**src/hw/rtl/dlks_pkg.sv**
```systemverilog
// shared constants and types of the draw list key sorter
package dlks_pkg;

   // capacity of the sorted row, legal range 2 to 64
   localparam int MAX_ITEMS = 64;
   localparam int CNT_W     = $clog2(MAX_ITEMS + 1);

   localparam int HANDLE_W  = 32;
   localparam int KEY_W     = 64;
   localparam int IDX_W     = 6;

   localparam int REQ_DATA_W = 96;
   localparam int RSP_DATA_W = 72;

   // queue between front and back
   localparam int QUEUE_DEPTH = 4;
   localparam int QPTR_W      = $clog2(QUEUE_DEPTH);
   localparam int QCNT_W      = $clog2(QUEUE_DEPTH + 1);

   // key_mode codes
   localparam logic MODE_MATERIAL = 1'b0;
   localparam logic MODE_DEPTH    = 1'b1;

   typedef struct packed {
      logic [KEY_W-1:0] key;
      logic             final_item;
   } qentry_type;

   typedef enum logic [1:0] {
      ST_LOAD  = 2'b01,
      ST_DRAIN = 2'b10
   } back_state_type;

endpackage

```
**src/hw/rtl/dlks_queue.sv**
```systemverilog
// short fifo of keyed items between the front end and the sorter
module dlks_queue (
   input  logic                  clock,
   input  logic                  reset,
   input  logic                  push_valid,
   output logic                  push_ready,
   input  dlks_pkg::qentry_type  push_entry,
   output logic                  pop_valid,
   input  logic                  pop_ready,
   output dlks_pkg::qentry_type  pop_entry
);
   import dlks_pkg::*;

   qentry_type        slot_ff [QUEUE_DEPTH];
   logic [QPTR_W-1:0] wr_ptr_ff;
   logic [QPTR_W-1:0] wr_ptr_in;
   logic [QPTR_W-1:0] rd_ptr_ff;
   logic [QPTR_W-1:0] rd_ptr_in;
   logic [QCNT_W-1:0] fill_ff;
   logic [QCNT_W-1:0] fill_in;
   logic              do_push;
   logic              do_pop;

   assign push_ready = (fill_ff != QCNT_W'(QUEUE_DEPTH));
   assign pop_valid  = (fill_ff != '0);
   assign pop_entry  = slot_ff[rd_ptr_ff];

   assign do_push = push_valid && push_ready;
   assign do_pop  = pop_valid && pop_ready;

   always_comb begin
      wr_ptr_in = do_push ? QPTR_W'(wr_ptr_ff + 1'b1) : wr_ptr_ff;
      rd_ptr_in = do_pop  ? QPTR_W'(rd_ptr_ff + 1'b1) : rd_ptr_ff;
      case ({do_push, do_pop})
         2'b10:   fill_in = QCNT_W'(fill_ff + 1'b1);
         2'b01:   fill_in = QCNT_W'(fill_ff - 1'b1);
         default: fill_in = fill_ff;
      endcase
   end

   always_ff @(posedge clock) begin
      if (do_push) begin
         slot_ff[wr_ptr_ff] <= push_entry;
      end
   end

   always_ff @(posedge clock) begin
      if (reset) begin
         wr_ptr_ff <= '0;
         rd_ptr_ff <= '0;
         fill_ff   <= '0;
      end else begin
         wr_ptr_ff <= wr_ptr_in;
         rd_ptr_ff <= rd_ptr_in;
         fill_ff   <= fill_in;
      end
   end

endmodule

```
**config.mk**
```make
export PLATFORM = sky130hd
export DESIGN_NAME = dlks_queue
export DESIGN_NICKNAME = d
export VERILOG_FILES = /design/src/hw/rtl/dlks_pkg.sv /design/src/hw/rtl/dlks_queue.sv
export SDC_FILE = /design/constraint.sdc
export NUM_CORES = 1
export LEC_CHECK = 0
export BUFFER_PORTS_ARGS = -buffer_cell sky130_fd_sc_hd__buf_4
export CORE_UTILIZATION = 51
export CTS_BUF_LIST = sky130_fd_sc_hd__clkbuf_8 sky130_fd_sc_hd__clkbuf_16
export DETAILED_ROUTE_END_ITERATION = 12
export GPL_TIMING_DRIVEN = 0
export PLACE_DENSITY_LB_ADDON = 0.2
export SYNTH_ARGS = -nofsm -noshare
export SYNTH_HDL_FRONTEND = slang
export SYNTH_SLANG_ARGS = --single-unit
```
**constraint.sdc**
```tcl
create_clock -name clock -period 2.8 [get_ports clock]
set_input_delay 0.56 -clock clock [delete_from_list [all_inputs] [get_ports clock]]
set_output_delay 0.56 -clock clock [all_outputs]
set_load 0.05 [all_outputs]
```
==> results.md <==
- NetSw: 4.19 mW
- Max-slew headroom: 54.9%
- First-pass GRT wire length: 26200 um
- N_diodes: 0
- EDFF count, synth: 260
- #FFs+latches synth: 269
- Worst Tran Pin Value: 0.676 ns
- Hold path cells: 1
- Floorplan row count: 50
- Clk pwr share: 29.7%
- Logic gate share of total power: 32.5%
- Synth unique cells: 25
- Pre-CTS setup slack: 0.513 ns
- Vias/cell: 5.36
- Layout Skew: 0.00559 ns
- Outcome: finished clean
- Largest net degree at the start of global routing: 40
- Sequential fraction of design power: 37.7%
- Sink Count: 269
- Post CTS Setup Buffer Count: 0
- R2R cell count: 9
- Largest vdd supply drop: 0.709 mV
- Drt pass-1 iters: 4
- Hold Buf Count CTS: 0
- Clk Tree Root Cell: clkbuf_16
- Final setup fails: 0
- Tot Pwr: 13.1 mW
- Area contributors post-synth: edfxtp_1, mux4_2, dfxtp_1, buf_12, ha_1
- Layout area overhead: 24.7%
- Crit path buf inv count: 3
- Worst EP required: 2.24 ns
- Synthesis Warnings: 0
- Width of the die: 141 um
- Hold WS: 0.240 ns
- Htree depth: 1
- Post-DP HPWL: 10200 um
- Hold Path Sink: slot_ff[0][16]
- Core Box Area: 0.0189 mm2
- Top-count cell post-synth: edfxtp_1
- I/O Buffers: 134
- Fraction of layout cells with a size suffix above 1: 45.1%
- RSZ-0062 raised after global routing: false
- Worst Path Class, Setup: flip-flop to output port
- Post-Synthesis Cells: 391
- Post-synth top area share: 78.9%
- F_max: 0.384 GHz
- Family with the most delay on the worst path: buffers and inverters
- DR WL/cell: 20.3 um
- RD Place Congestion: 0.673
- Post-Syn Nets: 466
- Setup slack, reg-to-reg: 0.72 ns
- Cell Chain, Critical Path: buf_2 > buf_2 > mux4_2 > buf_4
- Period utilization: 93.1%
- Final slew viol count: 0
- Vias in the first global route: 4876
- Syn Area/Cell: 25.3 um2
- Initial Util: 52.4%
- CTS resizes: 0
- Vert. Die Dim: 141 um
- DR DRC count: 0
- Seq/Total Area, Yosys: 80.7%
- Pwr Density: 1060 mW/mm2
- Num CTS Buffers: 28
- Initial antenna violation count: 0
- Final critical-path required period: 2.61 ns
- Number of antenna-violating nets in the routed design: 0
- Pleak: 4.21 nW
- Clock slew seen by the registers of the worst setup and hold paths: 0.06 ns
- Switching share of power: 31.9%
- 1st-iter DRT viols: 170
- Worst setup EP type: output port
- Synth area leader: edfxtp_1
- Post-layout util: 65.4%
- Ports: 136
- GRT Util Overall: 17.6%
- Endpoints failing hold: 0
- Total die area: 0.0200 mm2
- Cell mode on critical path: buf_2
- Ys async rst share: 0%
- Startpoint types: flip-flop
- Worst-Skew Late Latency: 0.52 ns
- Arr. time, crit path: 2.05 ns
- Top cells by count, synth: edfxtp_1, mux4_2, dfxtp_1, nor2_1
- Final WS setup: 0.193 ns
- Worst hold path startpoint: push_entry[16]
- Crit-path slowest cell: mux4_2
- RR Endpoint: fill_ff[2]
- Max clock buf depth: 3
- R2R Path Start: fill_ff[0]
- Worst path max stage delay: 0.36 ns
- Worst hold path class: input port to flip-flop
- Grt ovf: 0
- CTS tree: yes
- Final Net Count: 634
- Routed WL: 17000 um
- Cell Area, Synth: 0.00990 mm2
- Maxcap violations: 0
- Internal: 8.95 mW
- Top_reg_cell synth: edfxtp_1
- Vias post-DR: 4498
- Peak fanout along the critical path: 10
-- cells in the final DEF, fill, tap and decap left out --
cell type   synthesis  routed
a21boi_2            1       1
o311ai_0            1       1
buf_2               6       6
buf_12              5       5
clkinv_2            0       2
edfxtp_1          260     260
fa_1                1       1
clkinv_1            0       7
nor2_1              9       9
buf_16              0       4
o21ai_0             1       1
clkinvlp_4          0       1
a21oi_1             2       2
mux2_2              1       1
inv_1               6      10
mux4_2             65      65
xor2_1              3       3
xnor2_1             1       1
nand2_1             1       1
buf_6               1       1
clkbuf_1            2       2
mux2i_1             1       1
nand2b_1            2       2
bufinv_16           0       7
dfxtp_1             9       9
buf_4               1     135
o31a_1              1       1
clkbuf_16           0      29
and2_4              0       4
ha_1                5       5
or3_1               2       2
-- power groups by stage --
stage	Combinational [mW]	Sequential, mW	Clock, mW
global route	4.49	4.99	4.15
finish	4.28	4.96	3.91
floorplan	3.16	5.01	0
CTS	4.35	4.96	3.99
global placement	4.25	5.04	0
detailed placement	4.34	5.04	0
-- worst max path at each step --
stage                           from             end  slack [ns]  cells after the start
after detailed placement  push_valid      fill_ff[2]        0.51                      9
final                      flip-flop   pop_entry[31]        0.19                      4
after global placement    push_valid  slot_ff[3][53]       -0.07                      3
after CTS                  flip-flop   pop_entry[24]        0.14                      4
after global routing       flip-flop   pop_entry[24]        0.11                      4
after floorplan           push_valid   slot_ff[0][0]        0.69                      2
-- layout make-up --
class / count / area [um2]
well taps: 260 / 325
flip-flops and latches: 269 / 7990
plain buffers: 15 / 156
multi-input cells: 101 / 1740
clock buffers: 29 / 726
fillers: 1280 / 6550
clock inverters: 21 / 269
inverters: 6 / 22.5
repair buffers: 138 / 1120
-- metal layers --
| metal | track usage [%] | vias to the layer above | wire length [um] |
|---|---|---|---|
| met3 | 4.22 | 37 | 943 |
| li1 | - | 1995 | - |
| met4 | 5.49 | 0 | 359 |
| met2 | 30.5 | 121 | 8760 |
| met1 | 22.2 | 2345 | 6950 |
| met5 | 0 | - | 0 |
-- logic make-up after synthesis --
family                   share of synthesized area [%]
buffers and inverters                             1.81
AND/OR/NAND/NOR                                  0.884
adder cells (fa/ha/maj)                          0.834
XOR/XNOR                                         0.354
AO/OA/AOI/OAI                                    0.442
multiplexers                                      15.0
flip-flops                                        80.7
-- through the flow --
stage / instance area (um2) / TNS, ns / cells
6_report: 12300 / 0 / 839
5_1_grt: 12300 / 0 / 839
4_1_cts: 12300 / 0 / 839
3_5_place_dp: 11400 / 0 / 789
3_3_place_gp: 11200 / -16.50 / 785
2_1_floorplan: 9910 / 0 / 391
-- sequential cells by signal, summed over array words and instances, names as in the netlist, named ones only --
register / cells
slot_ff: 260
fill_ff: 3
rd_ptr_ff: 2
wr_ptr_ff: 2
Note: power is estimated with default switching activity, not from simulation.
