$ cat src/hw/rtl/dlks_pkg.sv
// shared constants and types of the draw list key sorter
package dlks_pkg;

   // capacity of the sorted row, legal range 2 to 64
   localparam int MAX_ITEMS = 64;
   localparam int CNT_W     = $clog2(MAX_ITEMS + 1);

   localparam int HANDLE_W  = 32;
   localparam int KEY_W     = 64;
   localparam int IDX_W     = 6;

   localparam int REQ_DATA_W = 96;
   localparam int RSP_DATA_W = 72;

   // queue between front and back
   localparam int QUEUE_DEPTH = 4;
   localparam int QPTR_W      = $clog2(QUEUE_DEPTH);
   localparam int QCNT_W      = $clog2(QUEUE_DEPTH + 1);

   // key_mode codes
   localparam logic MODE_MATERIAL = 1'b0;
   localparam logic MODE_DEPTH    = 1'b1;

   typedef struct packed {
      logic [KEY_W-1:0] key;
      logic             final_item;
   } qentry_type;

   typedef enum logic [1:0] {
      ST_LOAD  = 2'b01,
      ST_DRAIN = 2'b10
   } back_state_type;

endpackage

$ cat src/hw/rtl/dlks_front.sv
// front end: key mode register and sort key build for each incoming item
module dlks_front (
   input  logic                                 clock,
   input  logic                                 reset,
   input  logic                                 csr_we,
   input  logic                                 csr_wdata,
   input  logic                                 req_tvalid,
   output logic                                 req_tready,
   input  logic [dlks_pkg::REQ_DATA_W-1:0]      req_tdata,
   input  logic                                 req_tlast,
   output logic                                 push_valid,
   input  logic                                 push_ready,
   output dlks_pkg::qentry_type                 push_entry
);
   import dlks_pkg::*;

   logic                key_mode_ff;
   logic                key_mode_in;
   logic [HANDLE_W-1:0] material_handle;
   logic [HANDLE_W-1:0] mesh_handle;
   logic [HANDLE_W-1:0] depth_bits;

   assign key_mode_in = csr_we ? csr_wdata : key_mode_ff;

   always_ff @(posedge clock) begin
      if (reset) begin
         key_mode_ff <= MODE_MATERIAL;
      end else begin
         key_mode_ff <= key_mode_in;
      end
   end

   assign material_handle = req_tdata[HANDLE_W-1:0];
   assign mesh_handle     = req_tdata[2*HANDLE_W-1:HANDLE_W];
   assign depth_bits      = req_tdata[3*HANDLE_W-1:2*HANDLE_W];

   always_comb begin
      case (key_mode_ff)
         MODE_DEPTH: begin
            // inverted depth bits, back to front for positive depths
            push_entry.key = {{(KEY_W-HANDLE_W){1'b0}}, ~depth_bits};
         end
         default: begin
            push_entry.key = {material_handle, mesh_handle};
         end
      endcase
      push_entry.final_item = req_tlast;
   end

   assign push_valid = req_tvalid;
   assign req_tready = push_ready;

endmodule

$ cat config.mk
export PLATFORM = sky130hd
export DESIGN_NAME = dlks_front
export DESIGN_NICKNAME = d
export VERILOG_FILES = /design/src/hw/rtl/dlks_pkg.sv /design/src/hw/rtl/dlks_front.sv
export SDC_FILE = /design/constraint.sdc
export NUM_CORES = 1
export LEC_CHECK = 0
export BUFFER_PORTS_ARGS = -buffer_cell sky130_fd_sc_hd__buf_2
export CORE_AREA = 2 2 65 67
export CTS_CLUSTER_DIAMETER = 100
export DETAILED_ROUTE_END_ITERATION = 10
export DIE_AREA = 0 0 67 69
export GPL_TIMING_DRIVEN = 0
export PLACE_DENSITY = 0.69
export SLEW_MARGIN = 20
export SYNTH_ARGS = -nofsm -noshare
export SYNTH_HDL_FRONTEND = slang
export SYNTH_SLANG_ARGS = --single-unit
$ cat constraint.sdc
create_clock -name clock -period 0.9 [get_ports clock]
set_input_delay 0.135 -clock clock [delete_from_list [all_inputs] [get_ports clock]]
set_output_delay 0.135 -clock clock [all_outputs]
set_load 0.005 [all_outputs]
==> impl_metrics.prom, run 1 <==
# TYPE chip_impl_metric gauge
chip_impl_metric{name="postLayoutCoreUtil",unit=""} 0.466
chip_impl_info{name="outcome",value="finished, violations left"} 1
chip_impl_metric{name="effective_utilization_at_floorplan",unit=""} 0.196
chip_impl_metric{name="final.fill_count",unit=""} 408
chip_impl_metric{name="clkPwrFrac",unit=""} 0
chip_impl_metric{name="setup_slack",unit="ps"} -199
chip_impl_metric{name="grt_start_max_net_pins",unit=""} 11
chip_impl_metric{name="final.period_utilization",unit=""} 1.22
chip_impl_metric{name="drt_first_pass_iters",unit=""} 4
chip_impl_metric{name="sequentialPowerShare",unit=""} 0.058
chip_impl_metric{name="net_count_after_synthesis",unit=""} 212
chip_impl_metric{name="warnings_from_yosys",unit=""} 0
chip_impl_info{name="synth.largest_area_cell",value="mux2i_1"} 1
chip_impl_metric{name="power.switching",unit="mW"} 0.307
chip_impl_metric{name="synth_cells",unit=""} 109
chip_impl_metric{name="drv_cap",unit=""} 0
chip_impl_metric{name="vdd.ir_drop.worst",unit="mV"} 0.327
chip_impl_metric{name="power-per-cell-area",unit="mW/mm^2"} 483
chip_impl_metric{name="max_slew_margin_vs_limit",unit=""} 0.899
chip_impl_metric{name="worst_clock_skew",unit="ps"} 0
chip_impl_metric{name="hold_viol_final",unit=""} 0
chip_impl_metric{name="reg2regPathDepth",unit=""} 5
chip_impl_metric{name="worst_slew_pin_slew",unit="ps"} 149
chip_impl_metric{name="detailed_place_hpwl",unit="mm"} 2.67
chip_impl_metric{name="layoutNonFillerInstCount",unit=""} 331
chip_impl_metric{name="fin_tns_setup",unit="ps"} -7710
chip_impl_metric{name="vias",unit=""} 1291
chip_impl_metric{name="route.detailed.wl_per_inst",unit="um"} 9.40
chip_impl_metric{name="syn-cell-area",unit="um^2"} 768
chip_impl_info{name="failed_checks",value="setup timing"} 1
chip_impl_metric{name="fp.dieH",unit="um"} 69
chip_impl_info{name="top_library_cells_by_usage_in_the_layout_fill_and_taps_aside",value="166 x buf_2, 32 x inv_1, 30 x mux2i_1"} 1
chip_impl_metric{name="antenna_found_initial",unit=""} 0
chip_impl_metric{name="detail-route-antenna-nets",unit=""} 0
chip_impl_metric{name="p_leak",unit="nW"} 1.16
chip_impl_metric{name="setup_viol_count_final",unit=""} 60
chip_impl_metric{name="row_count",unit=""} 23
chip_impl_metric{name="critPathRequiredTime",unit="ps"} 760
chip_impl_metric{name="post-route-min-period",unit="ps"} 1100
chip_impl_metric{name="layout-drive-gt1-share",unit=""} 0.676
chip_impl_info{name="path_class",value="flop to output port"} 1
chip_impl_metric{name="nNetsFinal",unit=""} 386
chip_impl_info{name="top_register",value="key_mode_ff"} 1
chip_impl_metric{name="comb_power_share",unit=""} 0.942
chip_impl_metric{name="sw_frac_of_total",unit=""} 0.349
chip_impl_metric{name="clk_transition_reported_paths",unit="ps"} 0
chip_impl_metric{name="ys_types",unit=""} 10
chip_impl_metric{name="detail_route.wirelength",unit="mm"} 3.11
chip_impl_metric{name="yosysTopAreaCellShare",unit=""} 0.430
chip_impl_info{name="synthTopCellsByArea",value="mux2i_1 43%, nor2b_1 22%, inv_1 16%"} 1
chip_impl_info{name="layout_commonest_cell",value="buf_2"} 1
chip_impl_metric{name="synth.ff_latch_count",unit=""} 1
chip_impl_metric{name="f_max",unit="MHz"} 910
chip_impl_metric{name="multiInputGateArea",unit="um^2"} 572
chip_impl_metric{name="slew_limit_fails",unit=""} 0
chip_impl_metric{name="total_gr_overflow",unit=""} 0
chip_impl_metric{name="synth_seq_area_share",unit=""} 0.0261
chip_impl_metric{name="hold_depth",unit=""} 2
chip_impl_metric{name="port_buffers",unit=""} 166
chip_impl_metric{name="viasPerCell",unit=""} 3.90
chip_impl_metric{name="design.die.area",unit="mm^2"} 0.00462
chip_impl_metric{name="cts_hold_buffers",unit=""} 0
chip_impl_metric{name="critPathArrivalTime",unit="ps"} 960
chip_impl_metric{name="register_area",unit="um^2"} 21.3
chip_impl_info{name="top_regs",value="key_mode_ff (1)"} 1
chip_impl_metric{name="first_global_vias",unit=""} 1171
chip_impl_info{name="min-delay-path-class",value="input pin to flop"} 1
chip_impl_metric{name="drt-initial-drc-count",unit=""} 5
chip_impl_info{name="grt_setup_unrepaired",value="yes"} 1
chip_impl_metric{name="route.detailed.drc",unit=""} 0
chip_impl_metric{name="worstPathMaxFanout",unit=""} 10
chip_impl_metric{name="postSynthAreaPerCell",unit="um^2"} 7.05
chip_impl_metric{name="grt_first_pass_wirelength",unit="mm"} 4.53
chip_impl_info{name="element_type_at_the_critical_path_start",value="flop"} 1
chip_impl_info{name="timing.critical_path.to_type",value="output port"} 1
chip_impl_metric{name="die_x",unit="um"} 67
chip_impl_metric{name="signed_area_change_from_the_synthesized_netlist_to_the_final_layout",unit="%"} 137
chip_impl_metric{name="dp.cells",unit=""} 325
chip_impl_metric{name="internal-power",unit="mW"} 0.573
chip_impl_metric{name="placeableCoreArea",unit="mm^2"} 0.00391
chip_impl_metric{name="fin_worst_hold_slack",unit="ps"} 288
chip_impl_metric{name="design.portCount",unit=""} 170
chip_impl_metric{name="clkLatencyLatePin",unit="ps"} 0
chip_impl_metric{name="largest_register_ffs",unit=""} 1
chip_impl_metric{name="n_antenna_cell",unit=""} 0
chip_impl_metric{name="grt_util_all_layers",unit=""} 0.116
chip_impl_metric{name="place.gp.congestion",unit=""} 0.694
## cells in the mapped netlist
| master | instances |
|---|---|
| and2b_1 | 5 |
| nor2b_1 | 27 |
| buf_4 | 3 |
| nor2_1 | 1 |
| buf_2 | 1 |
| clkbuf_1 | 1 |
| dfxtp_1 | 1 |
| buf_6 | 5 |
| mux2i_1 | 33 |
| inv_1 | 32 |
## power groups by stage
stage          logic, mW  clock network (mW)  registers, mW
2_1_floorplan      0.325                   0         0.0498
3_3_place_gp       0.739                   0         0.0500
3_5_place_dp       0.751                   0         0.0501
4_1_cts            0.806                   0         0.0511
5_1_grt            0.923                   0         0.0517
6_report           0.830                   0         0.0510
## timing repair
action / in CTS / in global routing
gates cloned: 2 / 0
setup buffers: 2 / 2
resized for setup: 12 / 12
endpoints found under the setup margin: 59 / 63
## layout make-up
class | count | area share
sequential | 1 | 0.0117
buffer | 10 | 0.0748
tap | 50 | 0.0343
timing repair buffer | 172 | 0.500
multi-input combinational | 66 | 0.314
inverter | 32 | 0.0659
## worst paths after layout
path,start,to,slack (ps)
min,reset,key_mode_ff,290
max,key_mode_ff,push_entry[6],-200
max reg2reg,key_mode_ff,key_mode_ff,-80
min reg2reg,key_mode_ff,key_mode_ff,860
## per-stage QoR
stage                     area (um^2)  power, mW  worst slack, ps
after floorplan                   781      0.375            -36.8
after global placement           1670      0.789             -239
after detailed placement         1670      0.801             -240
after CTS                        1760      0.857             -195
after global routing             1820      0.975             -250
final                            1820      0.881             -199
## metal layers
layer | vias to the layer above | wire (um) | share of wire | GRT usage
met5 | - | 0 | 0 | 0
met4 | 0 | 31 | 0.010 | 0.00907
met3 | 4 | 389 | 0.13 | 0.00653
met2 | 93 | 1690 | 0.54 | 0.254
met1 | 528 | 999 | 0.32 | 0.113
li1 | 666 | - | - | -
## worst max-delay path, stage by stage, from the launching register on
cell and delay (ps):
dfxtp_2 330, buf_12 140, buf_12 140, mux2i_2 210, buf_2 140
## cells by family (layout without fill, tap and decap cells)
group | count (synthesis) | after routing | share of synthesized area
buffers and inverters | 42 | 214 | 0.270
flip-flops | 1 | 1 | 0.0261
multiplexers | 33 | 33 | 0.430
AND/OR/NAND/NOR | 33 | 33 | 0.274
No activity file was read; power rests on OpenSTA's default activity.
==> run 2: changes to the inputs <==
--- a/config.mk
+++ b/config.mk
@@ -6,12 +6,13 @@
 export NUM_CORES = 1
 export LEC_CHECK = 0
 export BUFFER_PORTS_ARGS = -buffer_cell sky130_fd_sc_hd__buf_2
-export CORE_AREA = 2 2 65 67
+export CORE_AREA = 3 3 65 67
+export CTS_BUF_LIST = sky130_fd_sc_hd__clkbuf_8
 export CTS_CLUSTER_DIAMETER = 100
 export DETAILED_ROUTE_END_ITERATION = 10
-export DIE_AREA = 0 0 67 69
+export DIE_AREA = 0 0 68 70
 export GPL_TIMING_DRIVEN = 0
-export PLACE_DENSITY = 0.69
+export PLACE_DENSITY = 0.71
 export SLEW_MARGIN = 20
 export SYNTH_ARGS = -nofsm -noshare
 export SYNTH_HDL_FRONTEND = slang
==> run 2 against run 1 <==
Against the previous run:
- the flow still finishes with violations (setup timing)
- sequential power about the same
- sequential cell count unchanged
- critical path depth up 1
- routed wire length up 7.8%
- final area down 2.9%
- global-route usage up 0.70 points
- critical path type unchanged
- critical endpoint is now push_entry[47]
==> impl_metrics.prom, run 2 (synthesis gave the netlist of run 1 again) <==
# TYPE chip_impl_metric gauge
chip_impl_metric{name="route.detailed.drc",unit=""} 0
chip_impl_metric{name="total_gr_overflow",unit=""} 0
chip_impl_metric{name="comb_power_share",unit=""} 0.940
chip_impl_metric{name="grt_util_all_layers",unit=""} 0.123
chip_impl_metric{name="layoutNonFillerInstCount",unit=""} 326
chip_impl_info{name="element_type_at_the_critical_path_start",value="flop"} 1
chip_impl_info{name="critical_path.reg2reg.endpoint",value="key_mode_ff"} 1
chip_impl_info{name="outcome",value="finished, violations left"} 1
chip_impl_metric{name="sequentialPowerShare",unit=""} 0.060
chip_impl_info{name="worst_setup_path_endpoint",value="push_entry[47]"} 1
chip_impl_info{name="path_delay_family",value="buffers and inverters"} 1
chip_impl_metric{name="design.die.area",unit="mm^2"} 0.00476
chip_impl_metric{name="sw_frac_of_total",unit=""} 0.358
chip_impl_info{name="top_library_cells_by_usage_in_the_layout_fill_and_taps_aside",value="166 x buf_2, 32 x inv_1, 32 x mux2i_1"} 1
chip_impl_metric{name="final.period_utilization",unit=""} 1.21
chip_impl_metric{name="vias",unit=""} 1286
chip_impl_metric{name="drv_cap",unit=""} 0
chip_impl_metric{name="hold_viol_final",unit=""} 0
chip_impl_metric{name="largest_register_ffs",unit=""} 1
chip_impl_metric{name="grt_first_pass_wirelength",unit="mm"} 4.92
chip_impl_metric{name="postLayoutCoreUtil",unit=""} 0.480
chip_impl_metric{name="worstPathMaxFanout",unit=""} 10
chip_impl_metric{name="drt_first_pass_iters",unit=""} 4
chip_impl_info{name="grt.busiest_layer",value="met2"} 1
chip_impl_metric{name="detail_route.wirelength",unit="mm"} 3.35
chip_impl_info{name="failed_checks",value="setup timing"} 1
chip_impl_metric{name="antenna_found_initial",unit=""} 0
chip_impl_metric{name="final.fill_count",unit=""} 376
chip_impl_info{name="timing.critical_path.to_type",value="output port"} 1
chip_impl_metric{name="use_met2",unit=""} 0.253
chip_impl_metric{name="critPathArrivalTime",unit="ps"} 950
chip_impl_metric{name="layout.cell_area.non_filler",unit="mm^2"} 0.00177
chip_impl_metric{name="critPathBufInv",unit=""} 4
chip_impl_metric{name="pre_cts_ws",unit="ps"} -251
chip_impl_metric{name="first_global_vias",unit=""} 1249
chip_impl_metric{name="fp.dieH",unit="um"} 70
chip_impl_metric{name="clkPwrFrac",unit=""} 0
chip_impl_metric{name="clk_transition_reported_paths",unit="ps"} 0
chip_impl_metric{name="setup_viol_count_final",unit=""} 57
chip_impl_metric{name="nNetsFinal",unit=""} 383
chip_impl_metric{name="internal-power",unit="mW"} 0.550
chip_impl_metric{name="viasPerCell",unit=""} 3.94
chip_impl_metric{name="critPathRequiredTime",unit="ps"} 760
chip_impl_metric{name="setup_slack",unit="ps"} -189
chip_impl_info{name="top_register",value="key_mode_ff"} 1
chip_impl_metric{name="cp_num_cells",unit=""} 5
chip_impl_info{name="layout_commonest_cell",value="buf_2"} 1
chip_impl_metric{name="place_area",unit="mm^2"} 0.00167
chip_impl_info{name="worstReg2RegStart",value="key_mode_ff"} 1
chip_impl_metric{name="placeableCoreArea",unit="mm^2"} 0.00369
chip_impl_metric{name="p_leak",unit="nW"} 1.14
chip_impl_info{name="cp-startpoint",value="key_mode_ff"} 1
chip_impl_metric{name="route.detailed.wl_per_inst",unit="um"} 10.3
chip_impl_metric{name="vdd.ir_drop.worst",unit="mV"} 0.259
chip_impl_metric{name="reg2regPathDepth",unit=""} 4
chip_impl_metric{name="layout-drive-gt1-share",unit=""} 0.669
chip_impl_info{name="grt_setup_unrepaired",value="yes"} 1
chip_impl_metric{name="dp.cells",unit=""} 323
chip_impl_info{name="cp_cell_sequence",value="buf_12 > buf_4 > buf_8 > nor2b_1 > buf_2"} 1
chip_impl_metric{name="row_count",unit=""} 22
chip_impl_metric{name="power-per-cell-area",unit="mW/mm^2"} 484
chip_impl_metric{name="grt_start_max_net_pins",unit=""} 11
chip_impl_metric{name="f_max",unit="MHz"} 919
chip_impl_info{name="critPathSlowestCell",value="dfxtp_2"} 1
chip_impl_metric{name="port_buffers",unit=""} 166
chip_impl_metric{name="n_antenna_cell",unit=""} 0
chip_impl_metric{name="signed_area_change_from_the_synthesized_netlist_to_the_final_layout",unit="%"} 130
chip_impl_metric{name="clkLatencyLatePin",unit="ps"} 0
chip_impl_metric{name="drt-initial-drc-count",unit=""} 15
chip_impl_metric{name="setup_slack_reg_to_reg",unit="ps"} 20
chip_impl_metric{name="detail-route-antenna-nets",unit=""} 0
chip_impl_metric{name="worst_clock_skew",unit="ps"} 0
chip_impl_metric{name="design.portCount",unit=""} 170
chip_impl_metric{name="met1_usage",unit=""} 0.124
chip_impl_metric{name="cp_slowest_stage_delay",unit="ps"} 310
chip_impl_metric{name="die_x",unit="um"} 68
chip_impl_info{name="top_regs",value="key_mode_ff (1)"} 1
chip_impl_metric{name="worst_slew_pin_slew",unit="ps"} 163
chip_impl_info{name="min-delay-path-class",value="input pin to flop"} 1
chip_impl_metric{name="slew_limit_fails",unit=""} 0
chip_impl_metric{name="detailed_place_hpwl",unit="mm"} 3.08
chip_impl_info{name="path_class",value="flop to output port"} 1
chip_impl_metric{name="global_route.usage.met3",unit=""} 0.0177
chip_impl_metric{name="cts_hold_buffers",unit=""} 0
chip_impl_metric{name="total_power",unit="mW"} 0.856
chip_impl_metric{name="power.switching",unit="mW"} 0.306
chip_impl_metric{name="max_slew_margin_vs_limit",unit=""} 0.889
chip_impl_metric{name="place.gp.congestion",unit=""} 0.811
chip_impl_metric{name="post-route-min-period",unit="ps"} 1090
chip_impl_metric{name="effective_utilization_at_floorplan",unit=""} 0.208
## run 2: cell types whose count changed in the layout (fill, tap and decap cells not counted)
| cell | change |
|---|---|
| buf_8 | +1 |
| mux2i_1 | +2 |
| buf_4 | +1 |
| buf_12 | -1 |
| mux2i_2 | -2 |
| nor2b_1 | -1 |
| buf_16 | -1 |
| nor2b_2 | +1 |
| clkbuf_16 | +1 |
| buf_6 | -4 |
## run 2: worst min path at each step
stage	from	endpoint	slack (ps)	depth (start not counted)
floorplan	reset	key_mode_ff	200	1
global placement	reset	key_mode_ff	290	2
detailed placement	reset	key_mode_ff	290	2
CTS	reset	key_mode_ff	290	2
global route	reset	key_mode_ff	300	2
finish	reset	key_mode_ff	290	2
## run 2: repair_timing
item | in CTS | in global routing
gates cloned | 0 | 1
endpoints found under the setup margin | 59 | 61
resized for setup | 8 | 7
setup buffers | 2 | 0
pin swaps | 0 | 0
## run 2: per-layer routing
| metal | share of wire | routed length [um] | vias to the layer above |
|---|---|---|---|
| met5 | 0 | 0 | - |
| li1 | - | - | 658 |
| met2 | 0.56 | 1870 | 87 |
| met1 | 0.32 | 1070 | 535 |
| met3 | 0.11 | 375 | 6 |
| met4 | 0.011 | 36 | 0 |
## run 2: stage by stage
stage,TNS [ps],hold WS [ps]
6_report,-7480,288
2_1_floorplan,-1140,200
3_3_place_gp,-8570,289
3_5_place_dp,-9250,290
5_1_grt,-11070,302
4_1_cts,-7700,291
## run 2: worst reg2reg max path, cell delays in order (launching register included)
cell and delay, ps:
dfxtp_2 310, buf_12 140, buf_6 140, mux2i_1 120, nor2_1 50
## run 2: final cells by class
class / count / area, um^2 / share of cell area
plain buffers: 10 / 131 / 0.0742
flip-flops and latches: 1 / 21.3 / 0.0120
multi-input cells: 66 / 567 / 0.320
repair buffers: 169 / 871 / 0.492
well taps: 48 / 60.1 / 0.0339
inverters: 32 / 120 / 0.0678
## run 2: power groups by stage
| stage | combinational, mW | clock (mW) | sequential [mW] |
|---|---|---|---|
| floorplan | 0.325 | 0 | 0.0498 |
| global placement | 0.749 | 0 | 0.0499 |
| detailed placement | 0.761 | 0 | 0.0500 |
| CTS | 0.787 | 0 | 0.0510 |
| global route | 0.901 | 0 | 0.0517 |
| finish | 0.805 | 0 | 0.0511 |
